### config.mk
export PLATFORM = sky130hd
export DESIGN_NAME = skat_ctrl
export DESIGN_NICKNAME = d
export VERILOG_FILES = /design/src/sv/sorted_key_accumulator_table_core_macros.svh /design/src/sv/skat_pkg.sv /design/src/sv/skat_ctrl.sv
export SDC_FILE = /design/constraint.sdc
export NUM_CORES = 1
export LEC_CHECK = 0
export BUFFER_PORTS_ARGS = -buffer_cell sky130_fd_sc_hd__buf_2
export CAP_MARGIN = 20
export CORE_AREA = 3 3 40 42
export CTS_CLUSTER_SIZE = 12
export DETAILED_ROUTE_END_ITERATION = 8
export DIE_AREA = 0 0 43 45
export PLACE_DENSITY_LB_ADDON = 0.2
export SLEW_MARGIN = 5
export SYNTH_ARGS = -nofsm -noshare
export SYNTH_HDL_FRONTEND = slang
export SYNTH_SLANG_ARGS = --single-unit
export TNS_END_PERCENT = 1
### constraint.sdc
create_clock -name clk -period 1.7 [get_ports clk]
set_input_delay 0.34 -clock clk [delete_from_list [all_inputs] [get_ports clk]]
set_output_delay 0.34 -clock clk [all_outputs]
set_load 0.02 [all_outputs]
### src/sv/sorted_key_accumulator_table_core_macros.svh
// ----------------------------------------------------------------------------
// Sorted key accumulator table: assertion macros
// Shared concurrent assertion forms, compiled away for synthesis.
// ----------------------------------------------------------------------------
`ifndef SORTED_KEY_ACCUMULATOR_TABLE_CORE_MACROS_SVH
`define SORTED_KEY_ACCUMULATOR_TABLE_CORE_MACROS_SVH

`ifndef SYNTHESIS

`define SKAT_ASSERT_IMP(lbl, clk, rstn, ante, cons, msg) \
	lbl: assert property (@(posedge clk) disable iff (!rstn) (ante) |-> (cons)) \
		else $error(msg);

`define SKAT_ASSERT_NEXT(lbl, clk, rstn, ante, cons, msg) \
	lbl: assert property (@(posedge clk) disable iff (!rstn) (ante) |=> (cons)) \
		else $error(msg);

`else

`define SKAT_ASSERT_IMP(lbl, clk, rstn, ante, cons, msg)

`define SKAT_ASSERT_NEXT(lbl, clk, rstn, ante, cons, msg)

`endif

`endif

### src/sv/skat_pkg.sv
// ----------------------------------------------------------------------------
// Sorted key accumulator table: package
// Types, codes and fixed widths shared by the controller and the datapath.
// ----------------------------------------------------------------------------
`timescale 1ns / 1ps
`default_nettype none

package skat_pkg;

	localparam int TOTAL_W  = 32;
	localparam int COUNT_W  = 16;
	localparam int AMOUNT_W = 16;
	localparam int STATUS_W = 2;

	typedef enum logic [STATUS_W-1:0] {
		ST_ACC  = 2'd0,
		ST_INS  = 2'd1,
		ST_FULL = 2'd2,
		ST_OOR  = 2'd3
	} status_t;

	typedef enum logic [2:0] {
		S_IDLE,
		S_DISPATCH,
		S_RD_DATA,
		S_SRCH,
		S_CMP,
		S_SHIFT,
		S_DRAIN,
		S_INSERT
	} state_t;

	typedef struct packed {
		logic load;
		logic rd_pos;
		logic rd_mid;
		logic lo_up;
		logic hi_dn;
		logic sh_init;
		logic sh_step;
		logic acc;
		logic ins;
		logic emit_read;
		logic emit_oor;
		logic emit_full;
	} cmd_t;

	typedef struct packed {
		logic is_read;
		logic pos_ok;
		logic lo_lt_hi;
		logic full;
		logic need_shift;
		logic key_eq;
		logic key_gt;
		logic sh_done;
	} stat_t;

endpackage

`default_nettype wire

### src/sv/skat_ctrl.sv
// ----------------------------------------------------------------------------
// Sorted key accumulator table: controller
// Sequences the read, search, shift and insert steps of one request.
// ----------------------------------------------------------------------------
`timescale 1ns / 1ps
`default_nettype none

module skat_ctrl import skat_pkg::*; (
	input  logic  clk,
	input  logic  arst_n,
	input  logic  start,
	input  stat_t st,
	output cmd_t  cmd,
	output logic  busy
);

	state_t state_q;
	state_t state_nxt;

	always_ff @(posedge clk or negedge arst_n) begin
		if (!arst_n) begin
			state_q <= S_IDLE;
		end else begin
			state_q <= state_nxt;
		end
	end

	always_comb begin
		state_nxt = state_q;
		unique case (state_q)
			S_IDLE: begin
				if (start) begin
					state_nxt = S_DISPATCH;
				end
			end
			S_DISPATCH: begin
				if (st.is_read) begin
					state_nxt = st.pos_ok ? S_RD_DATA : S_IDLE;
				end else begin
					state_nxt = S_SRCH;
				end
			end
			S_RD_DATA: state_nxt = S_IDLE;
			S_SRCH: begin
				priority if (st.lo_lt_hi) begin
					state_nxt = S_CMP;
				end else if (st.full) begin
					state_nxt = S_IDLE;
				end else if (st.need_shift) begin
					state_nxt = S_SHIFT;
				end else begin
					state_nxt = S_INSERT;
				end
			end
			S_CMP: begin
				state_nxt = st.key_eq ? S_IDLE : S_SRCH;
			end
			S_SHIFT: begin
				if (st.sh_done) begin
					state_nxt = S_DRAIN;
				end
			end
			S_DRAIN:  state_nxt = S_INSERT;
			S_INSERT: state_nxt = S_IDLE;
			default:  state_nxt = S_IDLE;
		endcase
	end

	always_comb begin
		cmd  = '0;
		busy = (state_q != S_IDLE);
		unique case (state_q)
			S_IDLE: cmd.load = start;
			S_DISPATCH: begin
				if (st.is_read) begin
					cmd.rd_pos   = st.pos_ok;
					cmd.emit_oor = !st.pos_ok;
				end
			end
			S_RD_DATA: cmd.emit_read = 1'b1;
			S_SRCH: begin
				priority if (st.lo_lt_hi) begin
					cmd.rd_mid = 1'b1;
				end else if (st.full) begin
					cmd.emit_full = 1'b1;
				end else begin
					cmd.sh_init = st.need_shift;
				end
			end
			S_CMP: begin
				priority if (st.key_eq) begin
					cmd.acc = 1'b1;
				end else if (st.key_gt) begin
					cmd.lo_up = 1'b1;
				end else begin
					cmd.hi_dn = 1'b1;
				end
			end
			S_SHIFT:  cmd.sh_step = 1'b1;
			S_DRAIN:  cmd = '0;
			S_INSERT: cmd.ins = 1'b1;
			default:  cmd = '0;
		endcase
	end

endmodule

`default_nettype wire

Word-level counts from Yosys, hierarchy flattened
Cells that the tools add are included.
{"block": "word_totals", "reg_bits": 3, "input_bits": 11, "word_cells": 46}
{"block": "op_classes", "n_eq_ne": 9, "n_mux": 31, "n_reduce_logical": 5}
{"operator": "$pmux 3 s7", "count": 1}
{"operator": "$mux 1", "count": 20}
{"operator": "$eq 3x3->1 const B", "count": 4}
{"operator": "$mux 2", "count": 6}
{"operator": "$mux 3", "count": 4}
{"operator": "$eq 3x2->1 const B", "count": 2}
{"operator": "$ne 2x2->1 const B", "count": 2}
{"operator": "$eq 3x1->1 const B", "count": 1}
{"operator": "$logic_not 3->1", "count": 1}
{"operator": "$reduce_bool 3->1", "count": 1}
{"operator": "$reduce_and 2->1", "count": 1}
{"operator": "$reduce_or 2->1", "count": 1}
{"operator": "$logic_not 1->1", "count": 1}

Depth between registers and ports, before layout
Gate-level depths: netlist of the first run.
{"block": "logic_depth", "depth_word": 4, "depth_mapped": 5, "ltp_nobuf": 4}

Least setup slack after synthesis of the first run
No wires, ideal clock.
{"block": "synth_path", "kind": "reg2out", "startpoint": "register state_q[0]", "endpoint": "output port cmd[10] in the netlist's numbering", "arrival_ns": 1.472, "t_required_ns": 1.360, "slack_ns": -0.112, "path_stages_with_launch": 4, "path_buffers": 1, "path_cell_list": "dfrtp_1 > buf_2 > nand2_1 > nor4b_1"}
{"element": "start, declared", "line_no": "skat_ctrl.sv:17", "rtl": "state_t state_q;"}
{"element": "start signal, assigned", "line_no": "skat_ctrl.sv:24", "rtl": "state_q <= state_nxt;"}
{"element": "end, declared", "line_no": "skat_ctrl.sv:13", "rtl": "output cmd_t cmd,"}

==> flow_summary_export.csv, run 1 <==
group,metric,value,unit
cts,clock_latency,230,ps
cts,cts_sinks,3,
timing,rsz0062_at_grt,"yes",
synth,syn_area,339,um2
floorplanning,core_area,1280,um2
finish,regMostFlops,"state_q",
floorplanning,die-area,1940,um2
timing,period_share,101,%
synth,syn_area_per_cell,7.54,um2
finish,drive_above_1_share,50.7,%
synth,synth_top_area_cell,"dfrtp_1",
pwr,power_leakage,0.299,nW
finish,diodes,0,
route,drt_iter0_markers,4,
synth,yosysWarnings,0,
synth,synth_seq_cells,3,
cts,tritoncts,"done",
finish,n_fill_cell,156,
floorplanning,initial_core_util,26.4,%
pwr,finalPower,0.000785,W
global_route,grt_pass1_wl,1510,um
global_route,grt_max_degree,9,
synth,ys_top_cells_by_area,"dfrtp_1 22%, nand2b_1 7.4%, nor2_1 6.6%, nand3b_4 5.9%, nor4b_1 5.2%",
timing,finalCriticalPeriod,1710,ps
global_route,grt-ovfl-total,0,
cts,cts_setup_buffers,0,
synth,ys_top_cells_by_count,"6 x nor2_1, 4 x inv_1, 4 x nand2b_1",
hold_path,min_path_type,"input port to flip-flop",
route,finalWirelength,936,um
finish,nNetsFinal,85,
synth,syn_inst,45,
route,ant_nets,0,
synth,synth_most_common_cell,"nor2_1",
place,dp_hpwl,753,um
place,dp_slack,153,ps
status,outcome,"finished, violations left",
timing,fin_tns_setup,-14.3,ps
synth,ys_seq_area_share,22.1,%
critical_path,crit_fanout,4,
cts,htree_levels,1,
global_route,antenna_found_initial,0,
cts,cts.reportedPaths.clkPinSlew,40,ps
synth,synthArstFlopShare,100,%
finish,largest_reg_flops,3,
timing,maxSlewViolCount,0,
route,dr_total_vias,407,
route,drc,0,
synth,synth_edf_count,0,
floorplanning,fp.dieH,45,um
status,violations,"negative setup slack",
global_route,grt_pass1_vias,369,
timing,hold_viol,0,
pwr,powerDensity,1460,nW/um2
floorplanning,io_pins,24,
flow_run,drv_cap,0,
timing,tightestPinTransition,268,ps
place,finalWeightedCongestion,0.733,
route,first_pass_iters,4,
route,avgRoutedWirePerCell,10.6,um
finish,reg.largest.list,"state_q x3",
cts,clk_path_buf_depth,2,
cts,root_buffer,"clkbuf_4",
timing,relSlewSlack,81.9,%
place,port_buffers,23,
synth,syn_nets,56,
cts,numCtsBuffers,3,
timing,max_freq,583,MHz
global_route,grt_use_total,10.4,%
floorplanning,rows,13,
critical_path,worstSetupPathType,"flip-flop to output port",
timing,fin_skew,0.617,ps
critical_path,worstSetupEndpointType,"output port",
synth,ys.flop_type,"dfrtp_1",
synth,yosysUniqueCellTypes,23,
critical_path,arrival,1370,ps
critical_path,cp_data_required_time,1360,ps
pwr,max-vdd-ir-drop,0.000654,V
route,viasPerCell,4.63,
finish,finish.instance_area,537,um2
place,place_area,478,um2
synth,synth_top_area_share,22.1,%
critical_path,cp-start-kind,"flip-flop",
floorplanning,die_x,43,um
finish,fin_util,41.8,%
finish,syn_to_final_growth,58.3,%
timing,setup-violations-final,1,
timing,setup_ws,-14.3,ps
## power by group
group	switching, W	internal (W)
registers	0.0000536	0.000109
logic	0.000287	0.000213
clock network	0.0000345	0.0000878
total	0.000376	0.000410
## placed cells by master (no fill, tap or decap), types with 2 or more instances in the layout
cell type / netlist / routed
dfrtp_2: 0 / 2
or3_1: 2 / 2
nor2b_1: 2 / 2
buf_4: 1 / 3
nand2b_1: 4 / 4
nor2_1: 6 / 5
o21ai_0: 3 / 3
buf_2: 1 / 22
inv_1: 4 / 4
clkbuf_4: 0 / 3
and3_1: 2 / 2
nand2_1: 3 / 3
## layer usage
metal | up-vias | GRT usage [%] | part of all wire [%]
met5 | - | 0 | 0
met4 | 0 | 3.61 | 0.64
met3 | 2 | 3.59 | 8.9
met2 | 15 | 16.8 | 45
met1 | 182 | 13.1 | 46
li1 | 208 | - | -
## cells by family (layout without fill, tap and decap cells)
family	after synthesis	count (layout)	share of synthesized area, %
buffers and inverters	7	35	11.4
flip-flops	3	3	22.1
AO/OA/AOI/OAI	6	6	11.4
AND/OR/NAND/NOR	28	28	52.4
XOR/XNOR	1	1	2.58
## worst max-delay path, cell delays in order, from the launching register on
cell and delay [ps]:
dfrtp_1 400, nand3b_4 170, or3_4 370, nor2_4 90
buf_6 120
## metrics by stage
step           hold slack, ps  std cells
2_1_floorplan            44.4         45
3_3_place_gp              140         83
3_5_place_dp              142         83
4_1_cts                   405         88
5_1_grt                   410         88
6_report                  410         88
## area by class of cell
cell class | count | area, um2 | share of cell area, %
Clock buffer | 4 | 26.3 | 4.90
Inverter | 4 | 15.0 | 2.80
Multi-Input combinational cell | 35 | 245 | 45.7
Sequential cell | 3 | 77.6 | 14.5
Tap cell | 15 | 18.8 | 3.50
Timing Repair Buffer | 27 | 154 | 28.7
## final timing paths
kind | startpoint | to | slack, ps | cells after the start
max | state_q[2] | cmd[6] | -10 | 4
min | start | state_q[0] | 410 | 3
max reg2reg | state_q[0] | state_q[1] | 290 | 5
min reg2reg | state_q[1] | state_q[2] | 660 | 2
max in group asynchronous | arst_n | state_q[1] | 1140 | 2
min in group asynchronous | arst_n | state_q[2] | 440 | 2
## what timing repair did
action,in CTS,in global routing
gates resized for setup,2,5
hold endpoints to repair,3,0
endpoints found under the setup margin,4,6
pin swaps,0,0
hold buffers,1,0
No activity file was read; power rests on OpenSTA's default activity.
==> run 2, diff against run 1 <==
CORE_AREA = 2 2 39 41   (was 3 3 40 42)
DIE_AREA = 0 0 41 43   (was 0 0 43 45)
RECOVER_POWER = 50   (was unset)
SETUP_SLACK_MARGIN = 0.15   (was unset)
==> run 2 against run 1 <==
Setup slack better by 51 ps. Core utilization is 6.3 points higher. Register-to-register slack worse by 30 ps. The run now ends clean. Cell count is 8.0% higher. Global-route usage up 2.9 points.
==> flow_summary_export.csv, run 2 (synthesized netlist as in run 1, its figures left out) <==
group,metric,value,unit
status,outcome,"finished clean",
floorplanning,initial_core_util,24.5,%
finish,largest_reg_flops,3,
flow_run,drv_cap,0,
hold_path,min_path_type,"input port to flip-flop",
cts,clk_path_buf_depth,2,
timing,tightestPinTransition,277,ps
pwr,p_seq_share,14.8,%
pwr,max-vdd-ir-drop,0.000859,V
critical_path,worstSetupEndpointType,"output port",
pwr,power_leakage,0.336,nW
route,viasPerCell,4.59,
pwr,finalPower,0.00102,W
pwr,p_sw_share,44.5,%
route,finalWirelength,1020,um
cts,htree_levels,1,
finish,regMostFlops,"state_q",
critical_path,startpoint,"state_q[2]",
pwr,intPower,0.000563,W
floorplanning,fp.dieH,43,um
critical_path,crit_path_end,"cmd[8]",
finish,diodes,0,
route,drc,0,
timing,hold_viol,0,
cts,root_buffer,"clkbuf_4",
route,dr_total_vias,436,
timing,finalCriticalPeriod,1660,ps
cts,clock_latency,240,ps
finish,syn_to_final_growth,96.3,%
timing,period_share,97.8,%
global_route,grt_pass1_vias,376,
route,ant_nets,0,
finish,nNetsFinal,91,
floorplanning,die_x,41,um
pwr,powerDensity,1530,nW/um2
timing,relSlewSlack,81.3,%
floorplanning,rows,14,
finish,n_fill_cell,140,
critical_path,arrival,1320,ps
critical_path,regToRegSetupSlack,260,ps
finish,register_area,77.6,um2
cts,cts_sinks,3,
finish,final_common_cell,"buf_2",
global_route,grt_max_degree,9,
route,avgRoutedWirePerCell,10.7,um
critical_path,cp-start-kind,"flip-flop",
finish,mostFrequentLayoutCells,"15 x buf_2, 8 x buf_4, 7 x buf_6",
critical_path,timing.rr.end,"state_q[1]",
timing,max_freq,601,MHz
timing,fin_skew,1.27,ps
timing,setup-violations-final,0,
place,port_buffers,23,
pwr,combPwrFrac,71.8,%
cts,numCtsBuffers,3,
global_route,grt-ovfl-total,0,
global_route,antenna_found_initial,0,
pwr,pwr-share-clk,13.4,%
cts,tritoncts,"done",
timing,maxSlewViolCount,0,
timing,rsz0062_at_grt,"yes",
finish,finish.instance_area,666,um2
place,dp_hpwl,701,um
finish,reg.largest.list,"state_q x3",
global_route,grt_use_total,13.4,%
critical_path,worstSetupPathType,"flip-flop to output port",
place,place_area,479,um2
floorplanning,io_pins,24,
critical_path,r2r-start,"state_q[0]",
floorplanning,core_area,1380,um2
finish,multi_input_area,295,um2
route,first_pass_iters,4,
finish,fin_util,48.1,%
cts,cts.reportedPaths.clkPinSlew,40,ps
floorplanning,die-area,1760,um2
critical_path,crit_fanout,5,
place,finalWeightedCongestion,0.690,
route,drt_iter0_markers,2,
critical_path,cp_data_required_time,1360,ps
timing,hold_ws,391,ps
critical_path,reg2reg_depth,6,
finish,drive_above_1_share,60.8,%
global_route,grt_pass1_wl,1550,um
pwr,power.switching,0.000452,W
==> run 2: changes by cell type in the layout (fill, tap and decap cells not counted), sizes merged <==
cell / before / now
buf: 26 / 30
clkbuf: 4 / 6
==> run 2: worst min-delay path by stage <==
| stage | from | to | slack [ps] | depth (start not counted) |
|---|---|---|---|---|
| final | st[0] | state_q[0] | 390 | 3 |
| after detailed placement | arst_n | state_q[2] | 140 | 1 |
| after floorplan | arst_n | state_q[0] | 40 | 0 |
| after CTS | start | state_q[0] | 400 | 3 |
| after global placement | arst_n | state_q[1] | 140 | 1 |
| after global routing | start | state_q[0] | 400 | 3 |
==> run 2: power groups by stage <==
stage          clock (W)  combinational, W  sequential [W]
3_5_place_dp           0          0.000485        0.000160
6_report        0.000137          0.000729        0.000150
3_3_place_gp           0          0.000491        0.000160
5_1_grt         0.000145          0.000797        0.000153
4_1_cts         0.000136          0.000669        0.000146
2_1_floorplan          0          0.000389        0.000128
==> run 2: final cells by class <==
cell class	count	area share (%)
clock buffer	4	3.95
inverter	4	2.26
multi-input combinational	35	44.4
sequential	3	11.7
tap	16	3.01
timing repair buffer	33	34.8
==> run 2: worst max-delay path: stages (launching register included) <==
cell and delay [ps]:
dfrtp_1 340, buf_4 120, buf_4 110, nand2b_4 60, nor4b_2 240, buf_2 200
==> run 2: through the flow <==
stage	setup slack [ps]	std cells	setup TNS, ps
after CTS	-50.7	95	-102
final	36.6	95	0
after global routing	-7.78	95	-9.01
after global placement	164	84	0
after floorplan	-19.4	45	-19.4
after detailed placement	139	84	0
==> run 2: repair_timing <==
item	4_1_cts	5_1_grt
gates cloned	0	0
gates resized for setup	15	12
setup buffers	6	0
endpoints found under the hold margin	3	0
pin swaps	5	3
endpoints found under the setup margin	11	13
hold buffers	1	0
==> run 2: routing by layer <==
| layer | up-vias | GRT usage, % | part of all wire (%) |
|---|---|---|---|
| met5 | - | 0 | 0 |
| met4 | 0 | 10.0 | 2.5 |
| met3 | 3 | 3.14 | 7.4 |
| met2 | 18 | 18.8 | 47 |
| met1 | 192 | 16.8 | 43 |
| li1 | 223 | - | - |
